`src/rtl/hpid_pkg.sv`:
```
// Shared widths, constants, register codes and controller types
// for the heading PID controller. No dependencies.
package hpid_pkg;

    localparam int DATA_WIDTH    = 32;
    localparam int FRAC_BITS     = 16;
    localparam int GAIN_WIDTH    = 24;
    localparam int ANGLE_WIDTH   = 26;
    localparam int ERR_WIDTH     = ANGLE_WIDTH + 1;
    localparam int SUM_WIDTH     = DATA_WIDTH + FRAC_BITS;
    localparam int TERM_WIDTH    = SUM_WIDTH + GAIN_WIDTH - FRAC_BITS;
    localparam int PID_WIDTH     = TERM_WIDTH + 2;
    localparam int ACC_WIDTH     = SUM_WIDTH + GAIN_WIDTH;
    localparam int A_HI_WIDTH    = SUM_WIDTH - GAIN_WIDTH;
    localparam int DIV_CNT_WIDTH = $clog2(SUM_WIDTH);
    localparam int CFG_IDX_WIDTH = 3;

    localparam logic signed [ERR_WIDTH-1:0] HALF_TURN = ERR_WIDTH'(180 << FRAC_BITS);
    localparam logic signed [ERR_WIDTH-1:0] FULL_TURN = ERR_WIDTH'(360 << FRAC_BITS);

    localparam logic signed [SUM_WIDTH-1:0] SUM_MAX = {1'b0, {(SUM_WIDTH-1){1'b1}}};
    localparam logic signed [SUM_WIDTH-1:0] SUM_MIN = {1'b1, {(SUM_WIDTH-1){1'b0}}};

    localparam logic [DIV_CNT_WIDTH-1:0] DIV_LAST = DIV_CNT_WIDTH'(SUM_WIDTH - 1);

    localparam logic [GAIN_WIDTH-1:0] KP_RESET = GAIN_WIDTH'(3 << FRAC_BITS);
    localparam logic [GAIN_WIDTH-1:0] KI_RESET = GAIN_WIDTH'((1 << FRAC_BITS) / 100);
    localparam logic [GAIN_WIDTH-1:0] KD_RESET = GAIN_WIDTH'(3 << FRAC_BITS);
    localparam logic signed [DATA_WIDTH-1:0] DRIVE_MIN_RESET = {1'b1, {(DATA_WIDTH-1){1'b0}}};
    localparam logic signed [DATA_WIDTH-1:0] DRIVE_MAX_RESET = {1'b0, {(DATA_WIDTH-1){1'b1}}};

    localparam logic [CFG_IDX_WIDTH-1:0] CFG_PROP_GAIN  = CFG_IDX_WIDTH'(0);
    localparam logic [CFG_IDX_WIDTH-1:0] CFG_INTEG_GAIN = CFG_IDX_WIDTH'(1);
    localparam logic [CFG_IDX_WIDTH-1:0] CFG_DERIV_GAIN = CFG_IDX_WIDTH'(2);
    localparam logic [CFG_IDX_WIDTH-1:0] CFG_DRIVE_MIN  = CFG_IDX_WIDTH'(3);
    localparam logic [CFG_IDX_WIDTH-1:0] CFG_DRIVE_MAX  = CFG_IDX_WIDTH'(4);

    typedef enum logic [1:0] {
        MSEL_P,
        MSEL_I,
        MSEL_D
    } hpid_msel_t;

    typedef enum logic [4:0] {
        ST_IDLE,
        ST_ERR,
        ST_SUM,
        ST_MUL_P,
        ST_WAIT_P,
        ST_MUL_D,
        ST_WAIT_D,
        ST_MUL_I,
        ST_WAIT_I,
        ST_CHECK,
        ST_DIV,
        ST_WAIT_DIV,
        ST_MUL_I2,
        ST_WAIT_I2,
        ST_ADD,
        ST_OUT
    } hpid_state_t;

    typedef struct packed {
        logic       load;
        logic       calc_err;
        logic       calc_sum;
        logic       mul_start;
        hpid_msel_t mul_sel;
        logic       div_start;
        logic       div_hi;
        logic       add_terms;
        logic       load_drive;
    } hpid_cmd_t;

    typedef struct packed {
        logic mul_done;
        logic div_done;
        logic ki_zero;
        logic i_over;
        logic i_under;
        logic out_free;
    } hpid_status_t;

endpackage

```
`src/rtl/hpid_ctrl.sv`:
```
// Controller state machine: sequences error, accumulator, the three gain products,
// the integral clamp and the output load. Uses hpid_pkg.
module hpid_ctrl (
    input  logic                   clk,
    input  logic                   rst_n,
    input  logic                   in_valid,
    output logic                   in_ready,
    output hpid_pkg::hpid_cmd_t    cmd,
    input  hpid_pkg::hpid_status_t status
);
    import hpid_pkg::*;

    hpid_state_t state_reg;
    hpid_state_t state_next;

    always_ff @(posedge clk or negedge rst_n)
    begin
        if (!rst_n)
        begin
            state_reg <= ST_IDLE;
        end
        else
        begin
            state_reg <= state_next;
        end
    end

    always_comb
    begin
        state_next = state_reg;
        unique case (state_reg)
            ST_IDLE:
            begin
                if (in_valid)
                begin
                    state_next = ST_ERR;
                end
            end
            ST_ERR:    state_next = ST_SUM;
            ST_SUM:    state_next = ST_MUL_P;
            ST_MUL_P:  state_next = ST_WAIT_P;
            ST_WAIT_P:
            begin
                if (status.mul_done)
                begin
                    state_next = ST_MUL_D;
                end
            end
            ST_MUL_D:  state_next = ST_WAIT_D;
            ST_WAIT_D:
            begin
                if (status.mul_done)
                begin
                    state_next = status.ki_zero ? ST_ADD : ST_MUL_I;
                end
            end
            ST_MUL_I:  state_next = ST_WAIT_I;
            ST_WAIT_I:
            begin
                if (status.mul_done)
                begin
                    state_next = ST_CHECK;
                end
            end
            ST_CHECK:
            begin
                state_next = (status.i_over || status.i_under) ? ST_DIV : ST_ADD;
            end
            ST_DIV:    state_next = ST_WAIT_DIV;
            ST_WAIT_DIV:
            begin
                if (status.div_done)
                begin
                    state_next = ST_MUL_I2;
                end
            end
            ST_MUL_I2: state_next = ST_WAIT_I2;
            ST_WAIT_I2:
            begin
                if (status.mul_done)
                begin
                    state_next = ST_ADD;
                end
            end
            ST_ADD:    state_next = ST_OUT;
            ST_OUT:
            begin
                if (status.out_free)
                begin
                    state_next = ST_IDLE;
                end
            end
            default:   state_next = ST_IDLE;
        endcase
    end

    always_comb
    begin
        cmd      = '0;
        in_ready = 1'b0;
        unique case (state_reg) inside
            ST_IDLE:
            begin
                in_ready = 1'b1;
                cmd.load = in_valid;
            end
            ST_ERR:    cmd.calc_err = 1'b1;
            ST_SUM:    cmd.calc_sum = 1'b1;
            ST_MUL_P:
            begin
                cmd.mul_start = 1'b1;
                cmd.mul_sel   = MSEL_P;
            end
            ST_MUL_D:
            begin
                cmd.mul_start = 1'b1;
                cmd.mul_sel   = MSEL_D;
            end
            ST_MUL_I, ST_MUL_I2:
            begin
                cmd.mul_start = 1'b1;
                cmd.mul_sel   = MSEL_I;
            end
            ST_DIV:
            begin
                cmd.div_start = 1'b1;
                cmd.div_hi    = status.i_over;
            end
            ST_ADD:    cmd.add_terms  = 1'b1;
            ST_OUT:    cmd.load_drive = status.out_free;
            default:   ;
        endcase
    end

endmodule

```
`config.mk`:
```
export PLATFORM = sky130hd
export DESIGN_NAME = hpid_ctrl
export DESIGN_NICKNAME = d
export VERILOG_FILES = /design/src/rtl/hpid_pkg.sv /design/src/rtl/hpid_ctrl.sv
export SDC_FILE = /design/constraint.sdc
export NUM_CORES = 1
export LEC_CHECK = 0
export ABC_AREA = 1
export BUFFER_PORTS_ARGS = -buffer_cell sky130_fd_sc_hd__clkbuf_2
export CORE_AREA = 2 2 39 41
export DETAILED_ROUTE_END_ITERATION = 8
export DIE_AREA = 0 0 41 43
export PLACE_DENSITY = 0.65
export RECOVER_POWER = 25
export SETUP_SLACK_MARGIN = 0.5
export SLEW_MARGIN = 20
export SYNTH_ARGS = -nofsm -noshare
export SYNTH_HDL_FRONTEND = slang
export SYNTH_SLANG_ARGS = --single-unit
```
`constraint.sdc`:
```
create_clock -name clk -period 1.8 [get_ports clk]
set_clock_uncertainty 0.15 [all_clocks]
set_input_delay 0.09 -clock clk [delete_from_list [all_inputs] [get_ports clk]]
set_output_delay 0.09 -clock clk [all_outputs]
set_load 0.005 [all_outputs]
```
Yosys cells after proc, flatten, opt, wreduce, memory -nomap -nowiden
Index checks and enable logic that the tools add are counted.
{ "totals": {"ff_bits": 5, "inputBits": 9, "out_inout_bits": 11, "elab_cells": 45} }
{ "op_classes": {"n_eq_ne": 22, "mux": 18, "n_reduce_logical": 4} }
{ "ops": {"columns": ["op", "n"], "rows": [
  ["$pmux 5 s16", 1],
  ["$eq 5x4->1 const B", 8],
  ["$mux 5", 7],
  ["$eq 5x3->1 const B", 4],
  ["$ne 2x2->1 const B", 7],
  ["$eq 5x2->1 const B", 2],
  ["$pmux 3 s3", 1],
  ["$reduce_and 7->1", 1],
  ["$mux 1", 6],
  ["$eq 5x1->1 const B", 1],
  ["$logic_not 5->1", 1],
  ["$mux 4", 1],
  ["$mux 3", 1],
  ["$mux 2", 1],
  ["$reduce_or 2->1", 1],
  ["$logic_or 1x1->1", 1]
]} }

Logic depth before layout (Yosys ltp)
{ "depth": {"depth_word": 3, "depth_mapped": 9, "mapped_depth_nobuf": 9} }

Least setup slack after synthesis
OpenSTA, ideal clock, no wires.
{ "synth_timing": {"path_type": "register to register", "startpoint": "reg state_reg[1]", "endpoint": "reg state_reg[3]", "setup_time_ns": 0.116, "arrival_time_ns": 1.013, "t_required_ns": 1.534, "path_slack_ns": 0.520, "stages_incl_launch_ff": 9, "path_buffers": 0, "synth_period_minus_slack_ns": 1.280, "path_cell_list": "dfrtp_1 nor2_1 nand2_1 nand3_1 nand2_2 nand2_4 inv_2 nand2_1 nand2_1"} }
{ "synth_between": {"elab_chain_cells": 3, "elab_cells_between_ends": 25, "classes_between": "eq/ne: 22; mux: 1; reduce/logical: 2"} }
{ "synth_rtl": {"columns": ["item", "line", "rtl"], "rows": [
  ["from (decl)", "hpid_ctrl.sv:13", "hpid_state_t state_reg;"],
  ["from (signal assigned)", "hpid_ctrl.sv:24", "state_reg <= state_next;"],
  ["$eq 5x3->1, or another cell as far along", "hpid_ctrl.sv:31", "unique case (state_reg)"],
  ["$ne 2x2->1 (no source line)", null, null],
  ["$reduce_and 7->1 (no source line)", null, null]
]} }
Parallel ways exist; a longest one is shown, timed or not.
A chain may end at the register's enable or synchronous reset.

==> impl_metrics.py <==
metrics = {
    "yosys": {
        "netlist_area_um2": 443,
        "synth.net_count": 92,
        "yosysUniqueCellTypes": 14,
        "ys_ff_latch": 4,
        "syn-mean-instance-area_um2": 5.34,
        "ys_warn_count": 0,
        "yosysSeqAreaShare_pct": 22.6,
        "netlist_instances": 83,
    },
    "die": {
        "fp.dieH_um": 43,
        "initial_utilization_pct": 32.0,
        "pin_count": 20,
        "dieArea_um2": 1760,
        "die_w_um": 41,
        "core_um2": 1380,
        "row_count": 14,
    },
    "critical_path": {
        "critPathBufInv": 2,
        "setup.worst_path.start": "state_reg[1]",
        "required_ns": 1.56,
        "worstSetupPathType": "reg2out",
        "slowest_stage": "dfrtp_2",
        "crit_chain": "buf_6 > nor2_4 > nand2_2 > nand3_2 > nand2_2 > nand2_4 > nor2_2 > buf_2",
        "start_kind": "flop",
        "crit_family": "flip-flops",
        "cpMostUsedCell": "nand2_2",
        "max_stage_delay_ns": 0.47,
        "crit_arrival_ns": 1.37,
        "timing.rr.start": "state_reg[1]",
        "crit_path_end_kind": "output port",
        "crit_fanout": 5,
    },
    "cts": {
        "clock_path_buffers": 2,
        "cts_root_buffer": "clkbuf_4",
        "cts_buffers": 3,
        "cts.sinks": 4,
        "cts_tree": "built",
        "path_clk_slew_ns": 0.03,
        "clk_latency_ns": 0.23,
        "htreeDepth": 1,
    },
    "final_layout": {
        "antenna_cells": 0,
        "design_area_um2": 845,
        "largest_reg_flops": 4,
        "layout_common_cells": "nand2_1 (17), clkbuf_2 (13), buf_4 (13), nor2_1 (10), inv_1 (8)",
        "nets": 133,
        "drive_above_1_share_pct": 59.8,
        "final_common_cell": "nand2_1",
        "area_growth_syn_to_layout_pct": 90.7,
        "finalNonFillerCells": 138,
        "fin_util_pct": 61.0,
    },
    "global_routing": {
        "grt_pass1_vias": 589,
        "grt_pass1_wl_um": 2350,
        "antenna_found_initial": 0,
        "grt_remaining_overflow": 0,
        "grt_usage_pct": 20.1,
        "grt_max_degree": 8,
    },
    "placed_design": {
        "dpl.hpwl_um": 917,
        "post_dp_cell_area_um2": 558,
        "io_buffers": 19,
        "gp_congestion": 0.842,
        "placedCellCount": 118,
    },
    "power_and_ir_drop": {
        "irDropWorstVdd_mv": 0.922,
        "p_per_area_nw_per_um2": 1750,
        "finalPower_mw": 1.47,
        "leakage_nw": 0.496,
    },
    "sta": {
        "layout_min_cycle_time_ns": 1.61,
        "worstMarginPinSlew_ns": 0.254,
        "relSlewSlack_pct": 83.1,
        "report.final.slew_viol_count": 0,
        "min_period_over_period_pct": 89.7,
        "max_freq_mhz": 619,
        "setup_tns_ns": 0,
        "report.final.hold_viol_count": 0,
        "rsz0062_at_grt": "yes",
        "setup_violations": 0,
    },
    "drt": {
        "drtAntennaViolNets": 0,
        "num_vias": 695,
        "viasPerCell": 5.04,
        "dr.pass1.iters": 4,
        "wl_per_cell_um": 12.6,
        "wirelength_um": 1740,
        "drt_iter0_markers": 12,
        "post-route-drc-count": 0,
    },
    "min_path": {
        "hold_path_class": "in2async",
    },
    "flow_run": {
        "cap_violations": 0,
    },
    "outcome": {
        "status": "completed",
    },
}
path summary, 6_finish.rpt:
check / end / slack [ns] / depth (start not counted)
worst max-delay path: cmd[0] / 0.19 / 8
worst min-delay path: state_reg[3] / 0.07 / 2
worst max register to register: state_reg[3] / 0.25 / 10
worst min register to register: state_reg[0] / 0.50 / 2
max in group asynchronous: state_reg[0] / 1.24 / 2
min in group clk: state_reg[3] / 0.11 / 5
cells in the mapped netlist, drive strengths merged:
master,number,area share (%)
a21oi,3,3.4
dfrtp,4,23
inv,16,14
nand2,28,27
nand3,6,6.8
nor2,18,17
nor3,1,1.1
nor3b,1,1.7
o21ai,6,6.8
worst reg2reg max path, delay by kind of cell (launching register included):
| family | cells | cell delay [ns] |
|---|---|---|
| DFF | 1 | 0.47 |
| buffers and inverters | 3 | 0.33 |
| and+or+nand+nor | 7 | 0.50 |
cells by family after synthesis:
kind of cell | synth area share, %
AO/OA/AOI/OAI | 10.2
AND/OR/NAND/NOR | 53.7
flip-flops | 22.6
buffers and inverters | 13.6
what timing repair did:
| item | in CTS | in global routing |
|---|---|---|
| setup endpoints to repair | 15 | 15 |
| pin swaps | 9 | 13 |
| cloned | 0 | 0 |
| hold endpoints to repair | 4 | 0 |
| hold buffers | 1 | 0 |
| gates resized for setup | 20 | 28 |
| buffers inserted | 10 | 6 |
routing by layer:
metal | part of all wire (%) | GRT usage [%] | up-vias
met5 | 0 | 0 | -
met4 | 4.2 | 20.0 | 0
met1 | 35 | 22.1 | 315
met3 | 6.2 | 5.24 | 8
li1 | - | - | 331
met2 | 55 | 28.4 | 41
layout make-up:
class                           count  area [um2]
Fill cell                         132         539
Multi-Input combinational cell     63         392
Timing Repair Buffer               36         235
Sequential cell                     4         105
Inverter                           16        70.1
Clock buffer                        3        22.5
Tap cell                           16        20.0
through the flow:
| step | setup slack, ns | hold WS [ns] |
|---|---|---|
| after floorplan | 0.520 | -0.356 |
| after global placement | 0.383 | -0.253 |
| after detailed placement | 0.378 | -0.250 |
| after CTS | 0.224 | 0.0368 |
| after global routing | 0.129 | 0.0874 |
| final | 0.186 | 0.0695 |
where the power goes:
| part | switching, mW | internal (mW) |
|---|---|---|
| clock | 0.0319 | 0.0742 |
| combinational | 0.601 | 0.489 |
| sequential | 0.133 | 0.146 |
| total | 0.766 | 0.709 |
Power figures use the tool's default switching activity.
