===== src/rtl/hpid_pkg.sv =====
// Shared widths, constants, register codes and controller types
// for the heading PID controller. No dependencies.
package hpid_pkg;

    localparam int DATA_WIDTH    = 32;
    localparam int FRAC_BITS     = 16;
    localparam int GAIN_WIDTH    = 24;
    localparam int ANGLE_WIDTH   = 26;
    localparam int ERR_WIDTH     = ANGLE_WIDTH + 1;
    localparam int SUM_WIDTH     = DATA_WIDTH + FRAC_BITS;
    localparam int TERM_WIDTH    = SUM_WIDTH + GAIN_WIDTH - FRAC_BITS;
    localparam int PID_WIDTH     = TERM_WIDTH + 2;
    localparam int ACC_WIDTH     = SUM_WIDTH + GAIN_WIDTH;
    localparam int A_HI_WIDTH    = SUM_WIDTH - GAIN_WIDTH;
    localparam int DIV_CNT_WIDTH = $clog2(SUM_WIDTH);
    localparam int CFG_IDX_WIDTH = 3;

    localparam logic signed [ERR_WIDTH-1:0] HALF_TURN = ERR_WIDTH'(180 << FRAC_BITS);
    localparam logic signed [ERR_WIDTH-1:0] FULL_TURN = ERR_WIDTH'(360 << FRAC_BITS);

    localparam logic signed [SUM_WIDTH-1:0] SUM_MAX = {1'b0, {(SUM_WIDTH-1){1'b1}}};
    localparam logic signed [SUM_WIDTH-1:0] SUM_MIN = {1'b1, {(SUM_WIDTH-1){1'b0}}};

    localparam logic [DIV_CNT_WIDTH-1:0] DIV_LAST = DIV_CNT_WIDTH'(SUM_WIDTH - 1);

    localparam logic [GAIN_WIDTH-1:0] KP_RESET = GAIN_WIDTH'(3 << FRAC_BITS);
    localparam logic [GAIN_WIDTH-1:0] KI_RESET = GAIN_WIDTH'((1 << FRAC_BITS) / 100);
    localparam logic [GAIN_WIDTH-1:0] KD_RESET = GAIN_WIDTH'(3 << FRAC_BITS);
    localparam logic signed [DATA_WIDTH-1:0] DRIVE_MIN_RESET = {1'b1, {(DATA_WIDTH-1){1'b0}}};
    localparam logic signed [DATA_WIDTH-1:0] DRIVE_MAX_RESET = {1'b0, {(DATA_WIDTH-1){1'b1}}};

    localparam logic [CFG_IDX_WIDTH-1:0] CFG_PROP_GAIN  = CFG_IDX_WIDTH'(0);
    localparam logic [CFG_IDX_WIDTH-1:0] CFG_INTEG_GAIN = CFG_IDX_WIDTH'(1);
    localparam logic [CFG_IDX_WIDTH-1:0] CFG_DERIV_GAIN = CFG_IDX_WIDTH'(2);
    localparam logic [CFG_IDX_WIDTH-1:0] CFG_DRIVE_MIN  = CFG_IDX_WIDTH'(3);
    localparam logic [CFG_IDX_WIDTH-1:0] CFG_DRIVE_MAX  = CFG_IDX_WIDTH'(4);

    typedef enum logic [1:0] {
        MSEL_P,
        MSEL_I,
        MSEL_D
    } hpid_msel_t;

    typedef enum logic [4:0] {
        ST_IDLE,
        ST_ERR,
        ST_SUM,
        ST_MUL_P,
        ST_WAIT_P,
        ST_MUL_D,
        ST_WAIT_D,
        ST_MUL_I,
        ST_WAIT_I,
        ST_CHECK,
        ST_DIV,
        ST_WAIT_DIV,
        ST_MUL_I2,
        ST_WAIT_I2,
        ST_ADD,
        ST_OUT
    } hpid_state_t;

    typedef struct packed {
        logic       load;
        logic       calc_err;
        logic       calc_sum;
        logic       mul_start;
        hpid_msel_t mul_sel;
        logic       div_start;
        logic       div_hi;
        logic       add_terms;
        logic       load_drive;
    } hpid_cmd_t;

    typedef struct packed {
        logic mul_done;
        logic div_done;
        logic ki_zero;
        logic i_over;
        logic i_under;
        logic out_free;
    } hpid_status_t;

endpackage


===== src/rtl/hpid_mul.sv =====
// Two-step gain multiplier: magnitude times gain, 24 bits of magnitude per step,
// then scale down by the fraction bits and restore the sign. Uses hpid_pkg.
module hpid_mul (
    input  logic                                  clk,
    input  logic                                  rst_n,
    input  logic                                  start,
    input  logic [hpid_pkg::SUM_WIDTH-1:0]        mag,
    input  logic                                  neg,
    input  logic [hpid_pkg::GAIN_WIDTH-1:0]       gain,
    output logic                                  done,
    output logic signed [hpid_pkg::TERM_WIDTH-1:0] term
);
    import hpid_pkg::*;

    logic [SUM_WIDTH-1:0]               a_reg;
    logic [GAIN_WIDTH-1:0]              g_reg;
    logic                               neg_reg;
    logic [ACC_WIDTH-1:0]               acc_reg;
    logic                               step1_reg;
    logic                               step2_reg;
    logic                               step3_reg;
    logic [2*GAIN_WIDTH-1:0]            prod_lo;
    logic [A_HI_WIDTH+GAIN_WIDTH-1:0]   prod_hi;
    logic [TERM_WIDTH-1:0]              scaled;

    assign prod_lo = a_reg[GAIN_WIDTH-1:0] * g_reg;
    assign prod_hi = a_reg[SUM_WIDTH-1:GAIN_WIDTH] * g_reg;
    assign scaled  = acc_reg[ACC_WIDTH-1:FRAC_BITS];

    always_ff @(posedge clk or negedge rst_n)
    begin
        if (!rst_n)
        begin
            step1_reg <= 1'b0;
            step2_reg <= 1'b0;
            step3_reg <= 1'b0;
        end
        else
        begin
            step1_reg <= start;
            step2_reg <= step1_reg;
            step3_reg <= step2_reg;
        end
    end

    always_ff @(posedge clk)
    begin
        if (start)
        begin
            a_reg   <= mag;
            g_reg   <= gain;
            neg_reg <= neg;
        end
        if (step1_reg)
        begin
            acc_reg <= ACC_WIDTH'(prod_lo);
        end
        else if (step2_reg)
        begin
            acc_reg <= acc_reg + {prod_hi, {GAIN_WIDTH{1'b0}}};
        end
    end

    assign done = step3_reg;
    assign term = neg_reg ? $signed(-scaled) : $signed(scaled);

endmodule


===== src/rtl/hpid_div.sv =====
// Bit-serial restoring divider for the integral clamp: (|limit| << FRAC_BITS) / gain,
// one quotient bit per cycle, result signed and saturated to the accumulator width.
// Uses hpid_pkg.
module hpid_div (
    input  logic                                  clk,
    input  logic                                  rst_n,
    input  logic                                  start,
    input  logic signed [hpid_pkg::DATA_WIDTH-1:0] limit,
    input  logic [hpid_pkg::GAIN_WIDTH-1:0]       gain,
    output logic                                  done,
    output logic signed [hpid_pkg::SUM_WIDTH-1:0] quot
);
    import hpid_pkg::*;

    logic                     busy_reg;
    logic                     done_reg;
    logic [DIV_CNT_WIDTH-1:0] cnt_reg;
    logic [GAIN_WIDTH-1:0]    rem_reg;
    logic [SUM_WIDTH-1:0]     quo_reg;
    logic [GAIN_WIDTH-1:0]    g_reg;
    logic                     neg_reg;
    logic                     lim_neg;
    logic [DATA_WIDTH-1:0]    lim_mag;
    logic [GAIN_WIDTH:0]      trial;
    logic [GAIN_WIDTH:0]      trial_sub;
    logic                     fits;
    logic [GAIN_WIDTH-1:0]    rem_next;
    logic [SUM_WIDTH-1:0]     quo_next;

    assign lim_neg   = limit[DATA_WIDTH-1];
    assign lim_mag   = lim_neg ? -limit : limit;
    assign trial     = {rem_reg, quo_reg[SUM_WIDTH-1]};
    assign trial_sub = trial - {1'b0, g_reg};
    assign fits      = trial >= {1'b0, g_reg};
    assign rem_next  = fits ? trial_sub[GAIN_WIDTH-1:0] : trial[GAIN_WIDTH-1:0];
    assign quo_next  = {quo_reg[SUM_WIDTH-2:0], fits};

    always_ff @(posedge clk or negedge rst_n)
    begin
        if (!rst_n)
        begin
            busy_reg <= 1'b0;
            done_reg <= 1'b0;
            cnt_reg  <= '0;
        end
        else if (start)
        begin
            busy_reg <= 1'b1;
            done_reg <= 1'b0;
            cnt_reg  <= '0;
        end
        else if (busy_reg)
        begin
            cnt_reg <= cnt_reg + 1'b1;
            if (cnt_reg == DIV_LAST)
            begin
                busy_reg <= 1'b0;
                done_reg <= 1'b1;
            end
        end
        else
        begin
            done_reg <= 1'b0;
        end
    end

    always_ff @(posedge clk)
    begin
        if (start)
        begin
            rem_reg <= '0;
            quo_reg <= {lim_mag, {FRAC_BITS{1'b0}}};
            g_reg   <= gain;
            neg_reg <= lim_neg;
        end
        else if (busy_reg)
        begin
            rem_reg <= rem_next;
            quo_reg <= quo_next;
        end
    end

    always_comb
    begin
        if (neg_reg)
        begin
            quot = $signed(-quo_reg);
        end
        else if (quo_reg[SUM_WIDTH-1])
        begin
            quot = SUM_MAX;
        end
        else
        begin
            quot = $signed(quo_reg);
        end
    end

    assign done = done_reg;

endmodule


===== src/rtl/hpid_datapath.sv =====
// Datapath: configuration registers, error wrap, integral accumulator, PID terms,
// output saturation and result register. Uses hpid_pkg, hpid_mul and hpid_div.
module hpid_datapath (
    input  logic                                   clk,
    input  logic                                   rst_n,
    input  logic                                   cfg_write,
    input  logic [hpid_pkg::CFG_IDX_WIDTH-1:0]     cfg_index,
    input  logic [hpid_pkg::DATA_WIDTH-1:0]        cfg_data,
    input  logic signed [hpid_pkg::ANGLE_WIDTH-1:0] measured_angle,
    input  logic signed [hpid_pkg::ANGLE_WIDTH-1:0] target_angle,
    input  hpid_pkg::hpid_cmd_t                    cmd,
    output hpid_pkg::hpid_status_t                 status,
    input  logic                                   out_ready,
    output logic                                   out_valid,
    output logic signed [hpid_pkg::DATA_WIDTH-1:0] drive
);
    import hpid_pkg::*;

    logic [GAIN_WIDTH-1:0]          kp_reg;
    logic [GAIN_WIDTH-1:0]          ki_reg;
    logic [GAIN_WIDTH-1:0]          kd_reg;
    logic signed [DATA_WIDTH-1:0]   min_reg;
    logic signed [DATA_WIDTH-1:0]   max_reg;

    logic signed [ANGLE_WIDTH-1:0]  meas_reg;
    logic signed [ANGLE_WIDTH-1:0]  targ_reg;
    logic signed [DATA_WIDTH-1:0]   err_reg;
    logic signed [DATA_WIDTH:0]     diff_reg;
    logic signed [SUM_WIDTH-1:0]    sum_reg;
    logic signed [DATA_WIDTH-1:0]   last_reg;
    logic signed [TERM_WIDTH-1:0]   p_reg;
    logic signed [TERM_WIDTH-1:0]   i_reg;
    logic signed [TERM_WIDTH-1:0]   d_reg;
    logic signed [PID_WIDTH-1:0]    pid_reg;
    logic signed [DATA_WIDTH-1:0]   drive_reg;
    logic                           out_valid_reg;
    hpid_msel_t                     msel_reg;

    logic signed [ERR_WIDTH-1:0]    err_raw;
    logic signed [ERR_WIDTH-1:0]    err_wrap;
    logic signed [SUM_WIDTH:0]      sum_ext;
    logic signed [SUM_WIDTH-1:0]    sum_sat;
    logic signed [SUM_WIDTH-1:0]    mul_val;
    logic [SUM_WIDTH-1:0]           mul_mag;
    logic                           mul_neg;
    logic [GAIN_WIDTH-1:0]          mul_gain;
    logic                           mul_done;
    logic signed [TERM_WIDTH-1:0]   mul_term;
    logic                           div_done;
    logic signed [SUM_WIDTH-1:0]    div_quot;
    logic signed [DATA_WIDTH-1:0]   div_limit;
    logic signed [PID_WIDTH-1:0]    pid_lim;

    always_ff @(posedge clk or negedge rst_n)
    begin
        if (!rst_n)
        begin
            kp_reg  <= KP_RESET;
            ki_reg  <= KI_RESET;
            kd_reg  <= KD_RESET;
            min_reg <= DRIVE_MIN_RESET;
            max_reg <= DRIVE_MAX_RESET;
        end
        else if (cfg_write)
        begin
            unique case (cfg_index)
                CFG_PROP_GAIN:  kp_reg  <= cfg_data[GAIN_WIDTH-1:0];
                CFG_INTEG_GAIN: ki_reg  <= cfg_data[GAIN_WIDTH-1:0];
                CFG_DERIV_GAIN: kd_reg  <= cfg_data[GAIN_WIDTH-1:0];
                CFG_DRIVE_MIN:  min_reg <= $signed(cfg_data);
                CFG_DRIVE_MAX:  max_reg <= $signed(cfg_data);
                default:        ;
            endcase
        end
    end

    // wrap the error once into half a turn either way
    always_comb
    begin
        err_raw = ERR_WIDTH'(targ_reg) - ERR_WIDTH'(meas_reg);
        if (err_raw > HALF_TURN)
        begin
            err_wrap = err_raw - FULL_TURN;
        end
        else if (err_raw < -HALF_TURN)
        begin
            err_wrap = err_raw + FULL_TURN;
        end
        else
        begin
            err_wrap = err_raw;
        end
    end

    always_comb
    begin
        sum_ext = (SUM_WIDTH+1)'(sum_reg) + (SUM_WIDTH+1)'(err_reg);
        if (sum_ext[SUM_WIDTH] != sum_ext[SUM_WIDTH-1])
        begin
            sum_sat = sum_ext[SUM_WIDTH] ? SUM_MIN : SUM_MAX;
        end
        else
        begin
            sum_sat = sum_ext[SUM_WIDTH-1:0];
        end
    end

    always_comb
    begin
        case (cmd.mul_sel)
            MSEL_P:
            begin
                mul_val  = SUM_WIDTH'(err_reg);
                mul_gain = kp_reg;
            end
            MSEL_D:
            begin
                mul_val  = SUM_WIDTH'(diff_reg);
                mul_gain = kd_reg;
            end
            default:
            begin
                mul_val  = sum_reg;
                mul_gain = ki_reg;
            end
        endcase
        mul_neg = mul_val[SUM_WIDTH-1];
        mul_mag = mul_neg ? -mul_val : mul_val;
    end

    assign div_limit = cmd.div_hi ? max_reg : min_reg;

    hpid_mul u_mul (
        .clk   (clk),
        .rst_n (rst_n),
        .start (cmd.mul_start),
        .mag   (mul_mag),
        .neg   (mul_neg),
        .gain  (mul_gain),
        .done  (mul_done),
        .term  (mul_term)
    );

    hpid_div u_div (
        .clk   (clk),
        .rst_n (rst_n),
        .start (cmd.div_start),
        .limit (div_limit),
        .gain  (ki_reg),
        .done  (div_done),
        .quot  (div_quot)
    );

    always_ff @(posedge clk or negedge rst_n)
    begin
        if (!rst_n)
        begin
            sum_reg       <= '0;
            last_reg      <= '0;
            msel_reg      <= MSEL_P;
            out_valid_reg <= 1'b0;
        end
        else
        begin
            if (cmd.calc_sum)
            begin
                sum_reg  <= sum_sat;
                last_reg <= err_reg;
            end
            else if (div_done)
            begin
                sum_reg <= div_quot;
            end
            if (cmd.mul_start)
            begin
                msel_reg <= cmd.mul_sel;
            end
            if (cmd.load_drive)
            begin
                out_valid_reg <= 1'b1;
            end
            else if (out_ready)
            begin
                out_valid_reg <= 1'b0;
            end
        end
    end

    // upper limit first, then lower: lower wins when the limits cross
    always_comb
    begin
        pid_lim = pid_reg;
        if (pid_reg > PID_WIDTH'(max_reg))
        begin
            pid_lim = PID_WIDTH'(max_reg);
        end
        if (pid_lim < PID_WIDTH'(min_reg))
        begin
            pid_lim = PID_WIDTH'(min_reg);
        end
    end

    always_ff @(posedge clk)
    begin
        if (cmd.load)
        begin
            meas_reg <= measured_angle;
            targ_reg <= target_angle;
        end
        if (cmd.calc_err)
        begin
            err_reg <= DATA_WIDTH'(err_wrap);
        end
        if (cmd.calc_sum)
        begin
            diff_reg <= (DATA_WIDTH+1)'(err_reg) - (DATA_WIDTH+1)'(last_reg);
            i_reg    <= '0;
        end
        else if (mul_done)
        begin
            case (msel_reg)
                MSEL_P:  p_reg <= mul_term;
                MSEL_D:  d_reg <= mul_term;
                default: i_reg <= mul_term;
            endcase
        end
        if (cmd.add_terms)
        begin
            pid_reg <= PID_WIDTH'(p_reg) + PID_WIDTH'(i_reg) + PID_WIDTH'(d_reg);
        end
        if (cmd.load_drive)
        begin
            drive_reg <= pid_lim[DATA_WIDTH-1:0];
        end
    end

    always_comb
    begin
        status.mul_done = mul_done;
        status.div_done = div_done;
        status.ki_zero  = (ki_reg == '0);
        status.i_over   = (i_reg > TERM_WIDTH'(max_reg));
        status.i_under  = (i_reg < TERM_WIDTH'(min_reg));
        status.out_free = !out_valid_reg || out_ready;
    end

    assign out_valid = out_valid_reg;
    assign drive     = drive_reg;

endmodule


===== config.mk =====
export PLATFORM = sky130hd
export DESIGN_NAME = hpid_datapath
export DESIGN_NICKNAME = d
export VERILOG_FILES = /design/src/rtl/hpid_pkg.sv /design/src/rtl/hpid_mul.sv /design/src/rtl/hpid_div.sv /design/src/rtl/hpid_datapath.sv
export SDC_FILE = /design/constraint.sdc
export NUM_CORES = 2
export LEC_CHECK = 0
export BUFFER_PORTS_ARGS = -buffer_cell sky130_fd_sc_hd__buf_2
export CAP_MARGIN = 20
export CORE_MARGIN = 4
export CORE_UTILIZATION = 42
export CTS_CLUSTER_SIZE = 24
export DETAILED_ROUTE_END_ITERATION = 12
export PLACE_DENSITY = 0.54
export REMOVE_ABC_BUFFERS = 1
export SLEW_MARGIN = 20
export SYNTH_ARGS = -nofsm -noshare
export SYNTH_HDL_FRONTEND = slang
export SYNTH_HIERARCHICAL = 1
export SYNTH_SLANG_ARGS = --single-unit
export TNS_END_PERCENT = 20

===== constraint.sdc =====
create_clock -name clk -period 13.5 [get_ports clk]
set_input_delay 0.675 -clock clk [delete_from_list [all_inputs] [get_ports clk]]
set_output_delay 0.675 -clock clk [all_outputs]
set_load 0.03 [all_outputs]

# Word level (Yosys, flattened, before mapping)
# Cells that the tools add are included.
totals:
  word_cells: 119
  register_bits: 837
  out_inout_bits: 39
op_classes:
  n_reduce_logical: 19
  n_bitwise: 2
  muxes: 31
  eq_ne: 9
  order_cmp: 7
  addsub: 14
  n_mul: 2
ops:
  columns: ["operator", "count"]
  rows:
  - ["48-bit two-way mux", 9]
  - ["24-bit by 24-bit multiplier with 48-bit output", 2]
  - ["32-bit two-way mux", 3]
  - ["48-bit negator", 2]
  - ["48-bit one-hot mux with 2 select lines", 1]
  - ["47-bit two-way mux", 2]
  - ["72-bit adder", 1]
  - ["57-bit by 56-bit adder with 58-bit output", 1]
  - ["58-bit by 32-bit greater-than comparator with 1-bit output", 1]
  - ["58-bit by 32-bit < comparator with 1-bit output", 1]
  - ["58-bit two-way mux", 1]
  - ["56-bit by 56-bit adder with 57-bit output", 1]
  - ["56-bit by 32-bit greater-than comparator with 1-bit output", 1]
  - ["56-bit by 32-bit < comparator with 1-bit output", 1]
  - ["56-bit two-way mux", 1]
  - ["56-bit negator", 1]
  - ["27-bit two-way mux", 2]
  - ["48-bit by 27-bit adder with 49-bit output", 1]
  - ["24-bit one-hot mux with 2 select lines", 1]
  - ["32-bit negator", 1]
  - ["27-bit by 27-bit subtractor with 28-bit output", 1]
  - ["27-bit by 26-bit adder with 27-bit output, second input constant", 1]
  - ["27-bit by 25-bit greater-than comparator with 1-bit output, second input constant", 1]
  - ["27-bit by 25-bit < comparator with 1-bit output, second input constant", 1]
  - ["other kinds (25)", 46]

# Logic depth before layout (Yosys ltp)
logic_depth:
  word_depth: 4
  ltp_mapped: 39
  depth_no_buf: 37

# Hierarchy
# Netlist, hierarchy kept.
modules_own_cells:
  columns: ["mod", "seq_area_each_um2", "cells_each", "area_each_um2", "n_inst"]
  rows:
  - ["hpid_mul", 3708.6, 4959, 44706.6, 1]
  - ["hpid_datapath", 15807.7, 3822, 38348.0, 1]
  - ["hpid_div", 2712.6, 855, 7373.3, 1]

# Worst setup path after synthesis
# No wires, ideal clock.
synth_path:
  path_type: "register -> register"
  from: "register u_mul.g_reg[3]"
  to: "register u_mul.acc_reg[66]"
  setup_time_ns: 0.127
  stages_incl_launch_ff: 37
  slack_ns: 4.566
  required_ns: 13.373
  t_arrival_ns: 8.807
  path_cell_list: "edfxtp_1 clkbuf_1 clkbuf_1 nand2_1 fa_1 inv_1 fa_1 inv_1 fa_1 fa_1 inv_1 fa_1 fa_1 inv_1 fa_1 inv_1 ha_1 clkbuf_1 and4_1 a221oi_1 o21ai_0 o21ba_2 a211oi_1 a21oi_1 a41oi_1 xnor2_1 ha_1 clkbuf_1 a21o_1 a21o_1 a21oi_1 nor3b_1 a21oi_1 a21oi_1 o21bai_1 and4_1 or3_1"
synth_via:
  elab_chain_cells: 2
synth_rtl:
  columns: ["element", "line", "text"]
  rows:
  - ["start: declaration", "hpid_mul.sv:16", "logic [GAIN_WIDTH-1:0] g_reg;"]
  - ["start signal: assignment", "hpid_mul.sv:51", "g_reg <= gain;"]
  - ["24-bit by 24-bit multiplier with 48-bit output", "hpid_mul.sv:27", "assign prod_hi = a_reg[SUM_WIDTH-1:GAIN_WIDTH] * g_reg;"]
  - ["72-bit adder", "hpid_mul.sv:60", "acc_reg <= acc_reg + {prod_hi, {GAIN_WIDTH{1'b0}}};"]
  - ["end signal: assignment", "hpid_mul.sv:56", "acc_reg <= ACC_WIDTH'(prod_lo);"]
  - ["end signal: assignment", "hpid_mul.sv:60", null]
  - ["end: declaration", "hpid_mul.sv:18", "logic [ACC_WIDTH-1:0] acc_reg;"]
# Every way passes these cells.
# A chain may end at the register's enable or synchronous reset.

# Worst setup path in the final report
layout_path:
  from: "register u_mul.g_reg[4]"
  to: "register u_mul.acc_reg[66]"
# Same word-level chain as after synthesis.

==> flow_summary.json <==
{
  "clkSinkCount": 816,
  "async_flop_share": 0.276,
  "die_w_um": 472,
  "ys_seq_elements": 816,
  "layout.nets": 11500,
  "cts_tree": "yes",
  "final-max-slew-violation-count": 0,
  "initialDrtViolationCount": 5046,
  "r2r_cells": 33,
  "worstMarginPinSlew_ns": 1.17,
  "netlist_top_cells_count": "1302 x inv_1, 1294 x nand2_1, 1025 x fa_1",
  "yosys.area.top_type_share": 0.227,
  "first_global_vias": 70200,
  "rows": 170,
  "criticalPathCategory": "register to register",
  "setup.worst_path.start": "u_mul/g_reg[4]",
  "worst-r2r-setup-slack_ns": 2.89,
  "worst_setup_path_end_kind": "register",
  "status": "finished clean",
  "num_vias": 69000,
  "cts_setup_buffers": 0,
  "dpl.hpwl_um": 212000,
  "clock_path_buffers": 3,
  "track_usage": 0.245,
  "yosysMostFrequentCell": "inv_1",
  "setup_viol": 0,
  "max_freq_ghz": 0.0942,
  "clk_pin_slew_ns": 0.06,
  "cts_resized": 0,
  "synth_cell_types": 104,
  "fill_cells": 20500,
  "boundaryPins": 140,
  "skew_ns": 0.0733,
  "io_buffer_count": 139,
  "largest_reg_flops": 58,
  "hold_end": "meas_reg[17]",
  "initial_core_util": 0.422,
  "fp.dieArea_mm2": 0.223,
  "grt_max_degree": 82,
  "clock_latency_ns": 0.75,
  "synthCells": 9636,
  "drt_first_pass_iters": 6,
  "min_from": "measured_angle[17]",
  "avgSynthCellArea_um2": 9.38,
  "drive_gt1_frac": 0.0770,
  "cts_root_buffer": "clkbuf_16",
  "final_antenna_net_count": 0,
  "vias_per_cell": 5.53,
  "ys_seq_area_frac": 0.246,
  "avgRoutedWirePerCell_um": 22.0,
  "rsz0062_at_grt": "no",
  "synthFlopType": "edfxtp_1",
  "cp-start-kind": "register",
  "area_growth_pct": 7.83,
  "drc": 0,
  "r2r-start": "u_mul/g_reg[4]",
  "place_congestion": 0.899,
  "slew_headroom": 0.213,
  "slowest_delay_ns": 0.89,
  "path_max_fanout": 26,
  "layout_worst_path_cycle_share": 0.786,
  "synth_area_leaders": "fa_1 23%, edfxtp_1 16%, ha_1 11%",
  "crit_arrival_ns": 11.18,
  "core-area_mm2": 0.214,
  "gr-total-overflow": 0,
  "die-height_um": 472,
  "crit_top_cell": "fa_1",
  "cts_made_buffers": 97,
  "synth_edf_count": 471,
  "fin_setup_tns_ns": 0,
  "antenna_found_initial": 21,
  "worstHoldPathType": "primary input to register",
  "h-tree-depth": 3,
  "grt_pass1_wl_um": 423000,
  "synthesis.area_mm2": 0.0904,
  "r2r-end": "u_mul/acc_reg[66]",
  "cp.required_ns": 14.06,
  "hold_viol_final": 0,
  "maxCapViolations": 0,
  "min_path_cells": 1,
  "synth_top_area_cell": "fa_1",
  "crit_slowest_cell": "edfxtp_1",
  "ys_warn_count": 6,
  "finalWirelength_um": 274000,
  "fin_crit_ns": 10.61
}
## how the worst max path moves through the flow
| stage | to |
|---|---|
| 2_1_floorplan | u_mul/acc_reg[66] |
| 3_3_place_gp | u_mul/acc_reg[66] |
| 3_5_place_dp | u_mul/acc_reg[66] |
| 4_1_cts | u_mul/acc_reg[66] |
| 5_1_grt | u_mul/acc_reg[66] |
| 6_report | u_mul/acc_reg[66] |
## stage by stage
stage                     hold slack [ns]   util  instance area, um^2  instances  setup slack (ns)
after floorplan                     0.379      -                88700       9188              4.46
after global placement              0.477  0.438                94000      12300              3.21
after detailed placement            0.491  0.439                94100      12300              3.10
after CTS                          0.0555  0.454                97400      12500              2.96
after global routing               0.0668  0.455                97500      12500              2.28
final                               0.130  0.455                97500      12500              2.89
## cell families (layout without fill, tap and decap cells)
group,Yosys count,in the layout,share of synthesized area
buf+inv,1750,1753,0.0731
fa+ha+maj,1833,1833,0.339
compound gates,1827,1827,0.126
mux,262,262,0.0316
flops,816,816,0.246
simple gates,2762,2762,0.147
xor+xnor,386,386,0.0374
other cells,0,5,0
## critical path: cells and delay by family, from the launching register on
kind / cells / cell delay, ns
xor gates and xnor gates: 1 / 0.17
buffers and inverters: 6 / 0.72
adders and majority gates: 9 / 4.22
DFF: 1 / 0.89
and+or+nand+nor: 6 / 1.19
AOI/OAI and AO/OA: 11 / 3.21
## layout by cell type, fill, tap and decap left out, types with 61 or more instances in the layout
| cell type | synthesis | routed |
|---|---|---|
| buf_2 | 6 | 132 |
| and2_1 | 502 | 501 |
| clkbuf_16 | 0 | 98 |
| a21oi_1 | 588 | 588 |
| edfxtp_1 | 471 | 471 |
| nor2_1 | 315 | 312 |
| dfxtp_1 | 120 | 120 |
| ha_1 | 808 | 808 |
| nand3_1 | 93 | 92 |
| mux2i_1 | 95 | 95 |
| nand4_1 | 100 | 100 |
| xor2_1 | 101 | 100 |
| o21bai_1 | 64 | 64 |
| nor2b_1 | 62 | 61 |
| inv_1 | 1302 | 1299 |
| fa_1 | 1025 | 1025 |
| a21o_1 | 235 | 235 |
| nand2b_1 | 66 | 66 |
| o21ai_0 | 444 | 441 |
| mux2_2 | 151 | 151 |
| xnor2_1 | 285 | 281 |
| nor3_1 | 88 | 87 |
| dfrtp_1 | 183 | 180 |
| nand2_1 | 1294 | 1293 |
| buf_4 | 3 | 125 |
## routing by layer
layer,vias to the layer above,part of all wire,global-route usage
li1,31900,-,-
met1,34800,0.43,0.332
met2,1919,0.47,0.407
met3,418,0.057,0.0324
met4,16,0.036,0.0774
met5,-,0.00041,0
## what timing repair did
action,CTS,global route
hold buffers,1,0
endpoints found under the hold margin,41,0
setup endpoints to repair,0,0
## final cells by class
cell class	instances	area, um^2	share of cell area
clock inverters	58	708	0.00726
clock buffers	125	2630	0.0269
well taps	2838	3550	0.0364
multi-input cells	7070	61700	0.633
flip-flops and latches	816	22200	0.228
repair buffers	268	1770	0.0181
diodes	5	12.5	0.000128
inverters	1302	4890	0.0501
Power is not shown: default switching activity piles up to over one toggle a cycle in this logic, so the estimate is an artifact.
